<file path="config.mk">
export PLATFORM = sky130hd
export DESIGN_NAME = matrix_multiply_transpose_modes
export DESIGN_NICKNAME = d
export VERILOG_FILES = /design/src/hw/rtl/mmtm_pkg.sv /design/src/hw/rtl/matrix_multiply_transpose_modes.sv /design/src/hw/rtl/mmtm_ram.sv /design/src/hw/rtl/mmtm_front.sv /design/src/hw/rtl/mmtm_back.sv
export SDC_FILE = /design/constraint.sdc
export NUM_CORES = 2
export LEC_CHECK = 0
export BUFFER_PORTS_ARGS = -buffer_cell sky130_fd_sc_hd__buf_2
export CAP_MARGIN = 20
export CORE_ASPECT_RATIO = 1.5
export CORE_UTILIZATION = 60
export DETAILED_ROUTE_END_ITERATION = 6
export PLACE_DENSITY = 0.85
export SLEW_MARGIN = 15
export SYNTH_ARGS = -nofsm -noshare
export SYNTH_HDL_FRONTEND = slang
export SYNTH_HIERARCHICAL = 1
export SYNTH_SLANG_ARGS = --single-unit
</file>
<file path="constraint.sdc">
create_clock -name clk -period 9.4 [get_ports clk]
set_input_delay 1.41 -clock clk [delete_from_list [all_inputs] [get_ports clk]]
set_output_delay 1.41 -clock clk [all_outputs]
set_load 0.01 [all_outputs]
</file>
<file path="src/hw/rtl/mmtm_pkg.sv">
// ----------------------------------------------------------------------------
// Matrix multiply package
// Shared types and codes of the matrix multiply block.
// ----------------------------------------------------------------------------
package mmtm_pkg;

  localparam logic [1:0] KIND_LOAD_A  = 2'd0;
  localparam logic [1:0] KIND_LOAD_B  = 2'd1;
  localparam logic [1:0] KIND_COMPUTE = 2'd2;

  localparam logic [1:0] ST_OK       = 2'd0;
  localparam logic [1:0] ST_MISMATCH = 2'd1;
  localparam logic [1:0] ST_RANGE    = 2'd2;

  localparam logic [2:0] REG_ROWS_A = 3'd0;
  localparam logic [2:0] REG_COLS_A = 3'd1;
  localparam logic [2:0] REG_ROWS_B = 3'd2;
  localparam logic [2:0] REG_COLS_B = 3'd3;
  localparam logic [2:0] REG_TR_A   = 3'd4;
  localparam logic [2:0] REG_TR_B   = 3'd5;

  localparam int MAX_DIM    = 8;
  localparam int PROD_BITS  = 35;
  localparam int RESULT_CAP = 64;

  // Queued job between front and back.
  typedef struct packed {
    logic [1:0] op;      // ST_OK: compute, ST_MISMATCH or ST_RANGE: error word
  } job_t;

endpackage

</file>
<file path="src/hw/rtl/matrix_multiply_transpose_modes.sv">
// ----------------------------------------------------------------------------
// Matrix multiply with transpose modes
// Loads two element stores and streams C = op(A) * op(B) in row-major order.
// ----------------------------------------------------------------------------
// Usage: input words carry kind, row, col and a Q8.8 value. Loads are taken
// one per cycle while in_tready is high and written straight into store A or
// B. A compute word queues a job; the back end reads one element pair per
// cycle and accumulates, drains the product and sum registers, and then
// hands each element of C to the output register.
// A load outside the shape or an inner mismatch gives one error word, which
// passes the job queue and the output register when the back end is free.
// A two-entry job queue sits between front and back; the front stalls when
// it is full, and a load waits until no product is in progress. Results
// leave through an output register, so a stalled receiver holds the back end
// without losing words. Reset empties the queue, sets every shape register
// to 8 and both transpose flags to 0; the stores are undefined until written.
module matrix_multiply_transpose_modes #(
  parameter int ELEM_BITS = 16
) (
  input  logic        clk,
  input  logic        rst_n,
  input  logic        in_tvalid,
  output logic        in_tready,
  input  logic [23:0] in_tdata,   // kind[1:0], row[4:2], col[7:5], value[23:8]
  output logic        out_tvalid,
  input  logic        out_tready,
  output logic [47:0] out_tdata,  // out_row[2:0], out_col[5:3], product[40:6], status[42:41]
  output logic        out_tlast,
  input  logic        cfg_we,
  input  logic [2:0]  cfg_index,
  input  logic [3:0]  cfg_data
);
  import mmtm_pkg::*;
  localparam int AW = $clog2(MAX_DIM*MAX_DIM);

  logic [3:0] rows_a_r, cols_a_r, rows_b_r, cols_b_r;
  logic       tr_a_r, tr_b_r;
  logic [3:0] ra, ca, rb, cb;
  logic       wa_en, wb_en, q_valid, q_pop;
  logic [AW-1:0] waddr, a_raddr, b_raddr;
  logic [ELEM_BITS-1:0] wdata, a_rdata, b_rdata;
  job_t       q_job;

  function automatic logic [3:0] clampd(input logic [3:0] v);
    if (v == 4'd0) return 4'd1;
    if (v > 4'(MAX_DIM)) return 4'(MAX_DIM);
    return v;
  endfunction

  assign ra = clampd(rows_a_r);
  assign ca = clampd(cols_a_r);
  assign rb = clampd(rows_b_r);
  assign cb = clampd(cols_b_r);

  always_ff @(posedge clk) begin
    if (!rst_n) begin
      rows_a_r <= 4'd8; cols_a_r <= 4'd8; rows_b_r <= 4'd8; cols_b_r <= 4'd8;
      tr_a_r <= 1'b0; tr_b_r <= 1'b0;
    end else if (cfg_we) begin
      case (cfg_index)
        REG_ROWS_A: rows_a_r <= cfg_data;
        REG_COLS_A: cols_a_r <= cfg_data;
        REG_ROWS_B: rows_b_r <= cfg_data;
        REG_COLS_B: cols_b_r <= cfg_data;
        REG_TR_A:   tr_a_r <= cfg_data[0];
        REG_TR_B:   tr_b_r <= cfg_data[0];
        default: ;
      endcase
    end
  end

  mmtm_front #(.ELEM_BITS(ELEM_BITS)) u_front (
    .clk, .rst_n, .in_tvalid, .in_tready, .in_tdata,
    .ra, .ca, .rb, .cb, .ta(tr_a_r), .tb(tr_b_r),
    .wa_en, .wb_en, .waddr, .wdata, .q_valid, .q_job, .q_pop
  );

  mmtm_ram #(.WIDTH(ELEM_BITS), .DEPTH(MAX_DIM*MAX_DIM)) u_ram_a (
    .clk, .we(wa_en), .waddr, .wdata, .raddr(a_raddr), .rdata(a_rdata)
  );
  mmtm_ram #(.WIDTH(ELEM_BITS), .DEPTH(MAX_DIM*MAX_DIM)) u_ram_b (
    .clk, .we(wb_en), .waddr, .wdata, .raddr(b_raddr), .rdata(b_rdata)
  );

  logic pop_cmp;

  mmtm_back #(.ELEM_BITS(ELEM_BITS)) u_back (
    .clk, .rst_n, .q_valid, .q_job, .q_pop(pop_cmp),
    .ra, .ca, .rb, .cb, .ta(tr_a_r), .tb(tr_b_r),
    .a_raddr, .b_raddr, .a_rdata, .b_rdata,
    .out_tvalid, .out_tready, .out_tdata, .out_tlast
  );

  // A compute job leaves the queue when its final word is handed out.
  assign q_pop = pop_cmp ||
    (out_tvalid && out_tready && out_tlast && out_tdata[42:41] == ST_OK);
endmodule

</file>
<file path="src/hw/rtl/mmtm_ram.sv">
// ----------------------------------------------------------------------------
// Generic RAM
// Single write port, single read port with registered read data.
// ----------------------------------------------------------------------------
module mmtm_ram #(
  parameter int WIDTH = 16,
  parameter int DEPTH = 64
) (
  input  logic                     clk,
  input  logic                     we,
  input  logic [$clog2(DEPTH)-1:0] waddr,
  input  logic [WIDTH-1:0]         wdata,
  input  logic [$clog2(DEPTH)-1:0] raddr,
  output logic [WIDTH-1:0]         rdata
);
  logic [WIDTH-1:0] mem [DEPTH];

  always_ff @(posedge clk) begin
    if (we) begin
      mem[waddr] <= wdata;
    end
    rdata <= mem[raddr];
  end
endmodule

</file>
<file path="src/hw/rtl/mmtm_front.sv">
// ----------------------------------------------------------------------------
// Matrix multiply front end
// Accepts words, writes loads into the stores and queues jobs for the back end.
// ----------------------------------------------------------------------------
module mmtm_front #(
  parameter int ELEM_BITS = 16
) (
  input  logic                         clk,
  input  logic                         rst_n,
  input  logic                         in_tvalid,
  output logic                         in_tready,
  input  logic [23:0]                  in_tdata,
  input  logic [3:0]                   ra,
  input  logic [3:0]                   ca,
  input  logic [3:0]                   rb,
  input  logic [3:0]                   cb,
  input  logic                         ta,
  input  logic                         tb,
  output logic                         wa_en,
  output logic                         wb_en,
  output logic [$clog2(mmtm_pkg::MAX_DIM*mmtm_pkg::MAX_DIM)-1:0] waddr,
  output logic [ELEM_BITS-1:0]         wdata,
  output logic                         q_valid,
  output mmtm_pkg::job_t               q_job,
  input  logic                         q_pop
);
  import mmtm_pkg::*;
  localparam int AW = $clog2(MAX_DIM*MAX_DIM);

  logic [1:0] kind;
  logic [2:0] row, col;
  logic [15:0] val;
  logic       acc;
  logic [3:0] nr, nc, inner_a, inner_b;
  logic       oob;
  logic [AW-1:0] addr_full;
  job_t       q_r [2];
  logic [1:0] cnt_r, cnt_nxt;
  logic       rd_r, rd_nxt, wr_r, wr_nxt;
  logic       push;
  job_t       pjob;
  logic       is_load, cmp_pend;

  assign kind = in_tdata[1:0];
  assign row  = in_tdata[4:2];
  assign col  = in_tdata[7:5];
  assign val  = in_tdata[23:8];

  // A load waits while a product is still reading the stores.
  assign is_load  = (kind == KIND_LOAD_A) || (kind == KIND_LOAD_B);
  assign cmp_pend = (cnt_r != 2'd0) && (q_r[rd_r].op == ST_OK);
  assign in_tready = (cnt_r != 2'd2) && !(is_load && cmp_pend);
  assign acc  = in_tvalid && in_tready;

  assign nr = (kind == KIND_LOAD_A) ? ra : rb;
  assign nc = (kind == KIND_LOAD_A) ? ca : cb;
  assign oob = ({1'b0, row} >= nr) || ({1'b0, col} >= nc);
  assign inner_a = ta ? ra : ca;
  assign inner_b = tb ? cb : rb;

  always_comb begin
    addr_full = '0;
    addr_full = AW'(({3'b0, row} * 6'(MAX_DIM)) + {3'b0, col});
  end

  assign waddr = addr_full;
  assign wdata = ELEM_BITS'($signed(val));
  assign wa_en = acc && (kind == KIND_LOAD_A) && !oob;
  assign wb_en = acc && (kind == KIND_LOAD_B) && !oob;

  always_comb begin
    push = 1'b0;
    pjob.op = ST_OK;
    if (acc) begin
      case (kind)
        KIND_LOAD_A, KIND_LOAD_B: begin
          push = oob;
          pjob.op = ST_RANGE;
        end
        KIND_COMPUTE: begin
          push = 1'b1;
          pjob.op = (inner_a != inner_b) ? ST_MISMATCH : ST_OK;
        end
        default: push = 1'b0;
      endcase
    end
  end

  assign q_valid = (cnt_r != 2'd0);
  assign q_job   = q_r[rd_r];
  assign cnt_nxt = cnt_r + {1'b0, push} - {1'b0, q_pop};
  assign rd_nxt  = rd_r ^ q_pop;
  assign wr_nxt  = wr_r ^ push;

  always_ff @(posedge clk) begin
    if (!rst_n) begin
      cnt_r <= '0;
      rd_r  <= 1'b0;
      wr_r  <= 1'b0;
    end else begin
      cnt_r <= cnt_nxt;
      rd_r  <= rd_nxt;
      wr_r  <= wr_nxt;
    end
    if (push) begin
      q_r[wr_r] <= pjob;
    end
  end
endmodule

</file>
<file path="src/hw/rtl/mmtm_back.sv">
// ----------------------------------------------------------------------------
// Matrix multiply back end
// Walks the product, one MAC per cycle outside drains and stalls; emits words.
// ----------------------------------------------------------------------------
module mmtm_back #(
  parameter int ELEM_BITS = 16
) (
  input  logic                         clk,
  input  logic                         rst_n,
  input  logic                         q_valid,
  input  mmtm_pkg::job_t               q_job,
  output logic                         q_pop,
  input  logic [3:0]                   ra,
  input  logic [3:0]                   ca,
  input  logic [3:0]                   rb,
  input  logic [3:0]                   cb,
  input  logic                         ta,
  input  logic                         tb,
  output logic [$clog2(mmtm_pkg::MAX_DIM*mmtm_pkg::MAX_DIM)-1:0] a_raddr,
  output logic [$clog2(mmtm_pkg::MAX_DIM*mmtm_pkg::MAX_DIM)-1:0] b_raddr,
  input  logic [ELEM_BITS-1:0]         a_rdata,
  input  logic [ELEM_BITS-1:0]         b_rdata,
  output logic                         out_tvalid,
  input  logic                         out_tready,
  output logic [47:0]                  out_tdata,
  output logic                         out_tlast
);
  import mmtm_pkg::*;
  localparam int AW = $clog2(MAX_DIM*MAX_DIM);
  localparam logic [2:0] S_IDLE = 3'd0;
  localparam logic [2:0] S_MAC  = 3'd1;
  localparam logic [2:0] S_DR1  = 3'd2;
  localparam logic [2:0] S_DR2  = 3'd3;
  localparam logic [2:0] S_OUT  = 3'd4;

  logic [2:0] st_r, st_nxt;
  logic [3:0] i_r, j_r, k_r, m, n, inner;
  logic [6:0] cnt_r;
  logic       v1_r, v2_r;
  logic signed [2*ELEM_BITS-1:0] p_r;
  logic signed [PROD_BITS+8:0]   sum_r;
  logic signed [PROD_BITS-1:0]   sat;
  logic       last_k, fin;
  logic [2:0] orow_r, ocol_r;
  logic [1:0] ost_r;
  logic [PROD_BITS-1:0] oprod_r;
  logic       olast_r, ovalid_r;
  logic [3:0] ai, ak, bj, bk;

  assign m     = ta ? ca : ra;
  assign inner = ta ? ra : ca;
  assign n     = tb ? rb : cb;
  assign last_k = (k_r + 4'd1 == inner);
  assign fin = ((i_r + 4'd1 == m) && (j_r + 4'd1 == n)) || (cnt_r + 7'd1 == 7'(RESULT_CAP));

  assign ai = ta ? k_r : i_r;
  assign ak = ta ? i_r : k_r;
  assign bk = tb ? j_r : k_r;
  assign bj = tb ? k_r : j_r;
  assign a_raddr = AW'(ai * MAX_DIM + ak);
  assign b_raddr = AW'(bk * MAX_DIM + bj);

  always_comb begin
    if (sum_r > $signed({{9{1'b0}}, 1'b0, {(PROD_BITS-1){1'b1}}})) begin
      sat = {1'b0, {(PROD_BITS-1){1'b1}}};
    end else if (sum_r < -$signed({{9{1'b0}}, 1'b1, {(PROD_BITS-1){1'b0}}})) begin
      sat = {1'b1, {(PROD_BITS-1){1'b0}}};
    end else begin
      sat = PROD_BITS'(sum_r);
    end
  end

  assign q_pop = (st_r == S_IDLE) && q_valid && !ovalid_r && (q_job.op != ST_OK);

  always_comb begin
    st_nxt = st_r;
    case (st_r)
      S_IDLE: if (q_valid && !ovalid_r && q_job.op == ST_OK) st_nxt = S_MAC;
      S_MAC:  if (last_k) st_nxt = S_DR1;
      S_DR1:  st_nxt = S_DR2;
      S_DR2:  st_nxt = S_OUT;
      S_OUT:  if (!ovalid_r) st_nxt = fin ? S_IDLE : S_MAC;
      default: st_nxt = S_IDLE;
    endcase
  end

  always_ff @(posedge clk) begin
    if (!rst_n) begin
      st_r <= S_IDLE;
      ovalid_r <= 1'b0;
      v1_r <= 1'b0;
      v2_r <= 1'b0;
      i_r <= '0; j_r <= '0; k_r <= '0; cnt_r <= '0;
    end else begin
      st_r <= st_nxt;
      if (ovalid_r && out_tready) ovalid_r <= 1'b0;
      v1_r <= (st_r == S_MAC);
      v2_r <= v1_r;
      if (q_pop) begin
        ovalid_r <= 1'b1;
        orow_r <= '0; ocol_r <= '0; oprod_r <= '0;
        ost_r <= q_job.op; olast_r <= 1'b1;
      end
      case (st_r)
        S_IDLE: begin
          i_r <= '0; j_r <= '0; k_r <= '0; cnt_r <= '0;
        end
        S_MAC: k_r <= last_k ? k_r : k_r + 4'd1;
        S_OUT: if (!ovalid_r) begin
          ovalid_r <= 1'b1;
          orow_r <= i_r[2:0]; ocol_r <= j_r[2:0];
          oprod_r <= sat; ost_r <= ST_OK; olast_r <= fin;
          k_r <= '0;
          cnt_r <= cnt_r + 7'd1;
          if (j_r + 4'd1 == n) begin
            j_r <= '0; i_r <= i_r + 4'd1;
          end else begin
            j_r <= j_r + 4'd1;
          end
        end
        default: ;
      endcase
    end
    p_r <= $signed(a_rdata) * $signed(b_rdata);
    if (st_r == S_IDLE || (st_r == S_OUT && !ovalid_r)) begin
      sum_r <= '0;
    end else if (v2_r) begin
      sum_r <= sum_r + (PROD_BITS+9)'(p_r);
    end
  end

  assign out_tvalid = ovalid_r;
  assign out_tlast  = olast_r;
  assign out_tdata  = {5'b0, ost_r, oprod_r, ocol_r, orow_r};
endmodule

</file>
Word level (Yosys, flattened, before mapping)
Memories as Yosys holds them, arrays and structs flattened. A register that Yosys moved wholly into a read port is not among the register bits.
Cells that the tools add are included.
Widths: inputs -> output; s select.
- flip-flop bits (word level): 167
- bits of input ports: 36
- memories: 3
- word-level logic and storage cells: 207
- output and inout bits: 51
- memory bits (writable): 2052
- bitwise logic cells: 2
- magnitude comparators: 8
- reduce and logical (&&, ||, !) cells: 50
- $add $sub $neg: 10
- multipliers: 1
- equal/unequal tests: 22
- muxes and demuxes: 87
- memories (memory ; words ; width ; rd ports ; clocked after memory_dff ; write ports ; line ; source):
    u_ram_a.mem ; 64 ; 16 ; 1 ; 1 ; 1 ; mmtm_ram.sv:16 ; logic [WIDTH-1:0] mem [DEPTH];
    u_ram_b.mem ; 64 ; 16 ; 1 ; 1 ; 1 ; mmtm_ram.sv:16 ;
    u_front.q_r ; 2 ; 2 ; 1 ; 1 ; 1 ; mmtm_front.sv:37 ; job_t q_r [2];
- operator list (cell ; count):
    $mux 35 ; 5
    $mux 4 ; 30
    $add 44x32->44 ; 1
    $gt 44x35->1 const B ; 1
    $lt 44x35->1 const B ; 1
    $mux 3 ; 11
    $mul 16x16->32 ; 1
    $mux 1 ; 29
    $logic_and 1x1->1 ; 18
    $gt 4x4->1 const B ; 4
    $logic_not 4->1 ; 4
    $pmux 4 s2 ; 2
    $pmux 3 s5 ; 1
    $pmux 7 s2 ; 1
    $reduce_and 2->1 ; 7
    $add 4x1->4 const B ; 3
    $add 6x4->6 ; 2
    $eq 3x2->1 const B ; 4
    $eq 4x4->1 ; 3
    $pmux 4 s3 ; 1
    $eq 3x3->1 const B ; 3
    $reduce_and 3->1 ; 3
    $ge 3x4->1 ; 2
    $mux 2 ; 4
    22 further kinds ; 39

Logic depth before layout (Yosys ltp)
- word-level depth: 12
- mapped depth: 24
- gate-level depth less buffers: 23

Modules after synthesis
The synthesis kept the hierarchy.
- modules (own cells, without submodules) (module ; cells an instance ; instances ; sequential area each (um^2) ; area an instance (um^2)):
    mmtm_ram ; 1829 ; 2 ; 31069.8 ; 40042.2
    mmtm_back ; 2033 ; 1 ; 3343.2 ; 18253.8
    mmtm_front ; 104 ; 1 ; 220.2 ; 1004.7
    matrix_multiply_transpose_modes ; 90 ; 1 ; 360.3 ; 862.1

Least setup slack after synthesis
Ideal clock, no wire load.
- path type: register to register
- start: reg u_ram_a.rdata[15] (read register of u_ram_a.mem)
- end: reg u_back.p_r[31]
- required time: 9.280 ns
- arrival: 6.153 ns
- setup time: 0.120 ns
- setup slack: 3.127 ns
- buffers on the path: 1
- stages on the path, launching flop included: 24
- period minus slack after synthesis: 6.273 ns
- cell sequence: dfxtp_1 -> clkbuf_1 -> nand2_1 -> inv_1 -> fa_1 -> inv_1 -> fa_1 -> inv_1 -> fa_1 -> fa_1 -> fa_1 -> inv_1 -> fa_1 -> inv_1 -> ha_1 -> a211oi_1 -> o21ai_0 -> a221oi_1 -> o22a_1 -> a31oi_1 -> and4_1 -> a2111oi_2 -> a21oi_1 -> xnor2_1
- cells in the longest elaborated chain, start to end: 1
- ends and longest elaborated chain (what ; line ; source):
    from (decl) ; mmtm_ram.sv:14 ; output logic [WIDTH-1:0] rdata
    $mul 16x16->32 ; mmtm_back.sv:124 ; p_r <= $signed(a_rdata) * $signed(b_rdata);
    to (signal assigned) ; mmtm_back.sv:124 ;
    to (decl) ; mmtm_back.sv:40 ; logic signed [2*ELEM_BITS-1:0] p_r;
No other way between the ends.
A chain may end at the register's enable or synchronous reset.

Worst setup path in the final report
- start: reg u_ram_b.rdata[1] (read register of u_ram_b.mem)
- end: reg u_back.p_r[31]
- cells in the longest elaborated chain, start to end: 1
- ends and longest elaborated chain (what ; line):
    from (decl) ; mmtm_ram.sv:14
    $mul 16x16->32 ; mmtm_back.sv:124
No other way between the ends.

==> metrics.txt <==
total power 35.63 mW; setup bufs post-CTS 0; clock network power share 22.3%; status finished with violations; setup ws final 2.453 ns; Peak supply drop 673.3 uV; Max FO, Critical Path 16; CP Data Required Time 10.10 ns; hold-fix buffers at CTS 0; critical path endpoint category flop; max cap viols 0; Switch Pwr 12.85 mW; Place WS 2.399 ns; Total GRT Usage 30.85%; Starting Density 60.45%; LEAKAGE 35.99 nW; failing checks DRC; CP max-delay cell dfxtp_1; Core Area 165,800 sq um; layout cells sized above 1 18.18%; vias per cell 6.759; 1st-iter DRT viols 7,405; Sw Ratio 36.05%; Int Pwr 22.79 mW; global-route wire length before repair 378.4 mm; clk sinks 2,252; share of the synthesized area in the top cell type 62.81%; total die area 168,700 sq um; PostCTS Resize Cnt 0; unrepaired setup endpoints after global routing no; maximum root-to-sink buffer count 3; Critical Path, Cell by Cell nand2_1, inv_1, fa_1, inv_1, fa_1, inv_1, fa_1, fa_1, fa_1, inv_1, fa_1, inv_1, ha_1, a211oi_1, o21ai_0, a221oi_1, o22a_1, a31oi_1, and4_1, a2111oi_2, a21oi_1, xnor2_1; Logic pwr share 45.1%; final worst-path cycle share 73.90%; Synth Instances 5,885; Synth area leaders edfxtp_1, mux4_2, fa_1; Post-synth EDFFs 2,096; Area Growth Syn to Fin 8.778%; Post-synth top flop edfxtp_1; Pins Over Slew Limit 0; Avg Cell Area, Syn 17.03 sq um; fin util 65.75%; Synth area leader edfxtp_1; count leader, synth edfxtp_1; IO Pins 87; clock skew 0.02976 ns; Clock Latency Late Sink 0.84 ns; Async SR Flop Fraction 0%; HP Class reg -> reg; die height 502.5 microns; vias in the first global route 57,930; Core Rows 183; TritonCTS Buffers 186; nets 6,428; htree depth 4; Ys Warns 6; PD cells 326.9 nW/um^2; actual slew at the worst max-slew pin 1.283 ns; Post-DRT Antenna Nets 0; drt total wl 258.9 mm; min cycle time layout 6.947 ns; RePlAce Congestion 0.9191; synth unique cells 103; Worst path most repeated cell fa_1; initial antenna violation count 23; Final Hold Fails 0; largest net degree at the start of global routing 125; most frequent cells after synthesis edfxtp_1, mux4_2, inv_1, nand2_1, fa_1; critical path arrival 7.64 ns; root buf cell clkbuf_16; Vias 56,610; post-route DRC violation count 2; post-synthesis cell area 100,200 sq um; #FFs+latches synth 2,252; crit path launch type flop; sequential power share 32.6%; critical path class reg -> reg; CP max stage delay 0.72 ns; Seq/Total Area, Yosys 65.93%; Fmax 143.9 MHz; routed len/inst 30.91 microns; Clock transition at path regs 0.07 ns; input/output buffers 81; setup tns final 0 ns; Max-slew headroom 14.49%; final setup vio count 0; CTS tree built; hpwl dp 149.6 mm; total congestion overflow 0; width of the die 335.7 microns; drt first pass iters 6
[stage by stage]
| stage | hold WS [ns] | instance area (sq um) | std cells |
|---|---|---|---|
| floorplan | 0.4119 | 100200 | 5889 |
| global placement | 0.4167 | 102800 | 8017 |
| detailed placement | 0.4219 | 102800 | 8017 |
| CTS | 0.4370 | 108900 | 8362 |
| global route | 0.4783 | 109000 | 8368 |
| finish | 0.4359 | 109000 | 8376 |
[layout by cell type, fill, tap and decap left out, types with 144 or more instances in the layout]
| cell type | n |
|---|---|
| clkbuf_16 | 189 |
| inv_1 | 358 |
| dfxtp_1 | 155 |
| buf_4 | 163 |
| nor2_1 | 230 |
| fa_1 | 263 |
| nand2_1 | 355 |
| mux4_2 | 440 |
| mux2i_1 | 239 |
| and2_1 | 144 |
| edfxtp_1 | 2096 |
[kinds of logic after synthesis]
group / synth area share, %
buffers and inverters: 3.409
other: 0.003742
adder cells (fa/ha/maj): 7.040
multiplexers: 13.25
flip-flops: 65.93
XOR/XNOR: 0.8478
AND/OR/NAND/NOR: 5.360
AO/OA/AOI/OAI: 4.160
[per-layer routing]
metal	vias to the layer above	wire (microns)	share of wire, %	track usage [%]
met5	-	178	0.069	0
met4	26	20690	8.0	20.58
met3	1149	26560	10	7.088
met2	4345	128200	50	51.50
met1	28440	83300	32	35.69
li1	22660	-	-	-
[state kept, by name (all words and copies together), names as in the netlist, 2 cells and up, named ones only]
name and count:
u_back/ost_r 2, u_front/cnt_r 2, u_ram_b/rdata 16, u_ram_a/rdata 16, cols_a_r 4, u_ram_b/mem 1024, u_back/k_r 4, u_back/cnt_r 7
u_back/j_r 4, cols_b_r 4, rows_b_r 4, u_back/st_r 3, u_front/q_r 4, u_back/p_r 32, u_back/i_r 4, u_ram_a/mem 1024
u_back/oprod_r 35, u_back/sum_r 44, rows_a_r 4
[path summary, 6_finish.rpt]
check                                 endpoint             start  depth (start not counted)  slack, ns
worst max register to register  u_back/p_r[31]  u_ram_b/rdata[1]                         22       2.45
worst max-delay path            u_back/p_r[31]  u_ram_b/rdata[1]                         22       2.45
worst min register to register     u_back/v2_r       u_back/v1_r                          1       0.44
worst min-delay path               u_back/v2_r       u_back/v1_r                          1       0.44
[area by class of cell]
type	count	area [sq um]
Fill cell	10130	56770
Inverter	359	1348
Timing Repair Buffer	232	1629
Sequential cell	2252	66060
Clock inverter	123	1261
Antenna cell	13	32.53
Clock buffer	222	4893
Tap cell	2220	2778
Multi-Input combinational cell	2955	30990
[critical path, delay by kind of cell (launching register included)]
family	cells	cell delay [ns]
xor gates and xnor gates	1	0.15
and+or+nand+nor	2	0.45
buffers and inverters	5	0.59
DFF	1	0.72
adders and majority gates	7	3.26
AOI/OAI and AO/OA	7	1.63
[power by group through the flow]
stage	Clock, mW	Combinational, mW	Sequential [mW]
finish	7.96	16.1	11.6
global route	8.32	18.2	11.6
CTS	8.00	16.2	11.6
detailed placement	0	16.1	11.8
global placement	0	15.5	11.8
floorplan	0	12.9	11.8
Note: power is estimated with default switching activity, not from simulation.
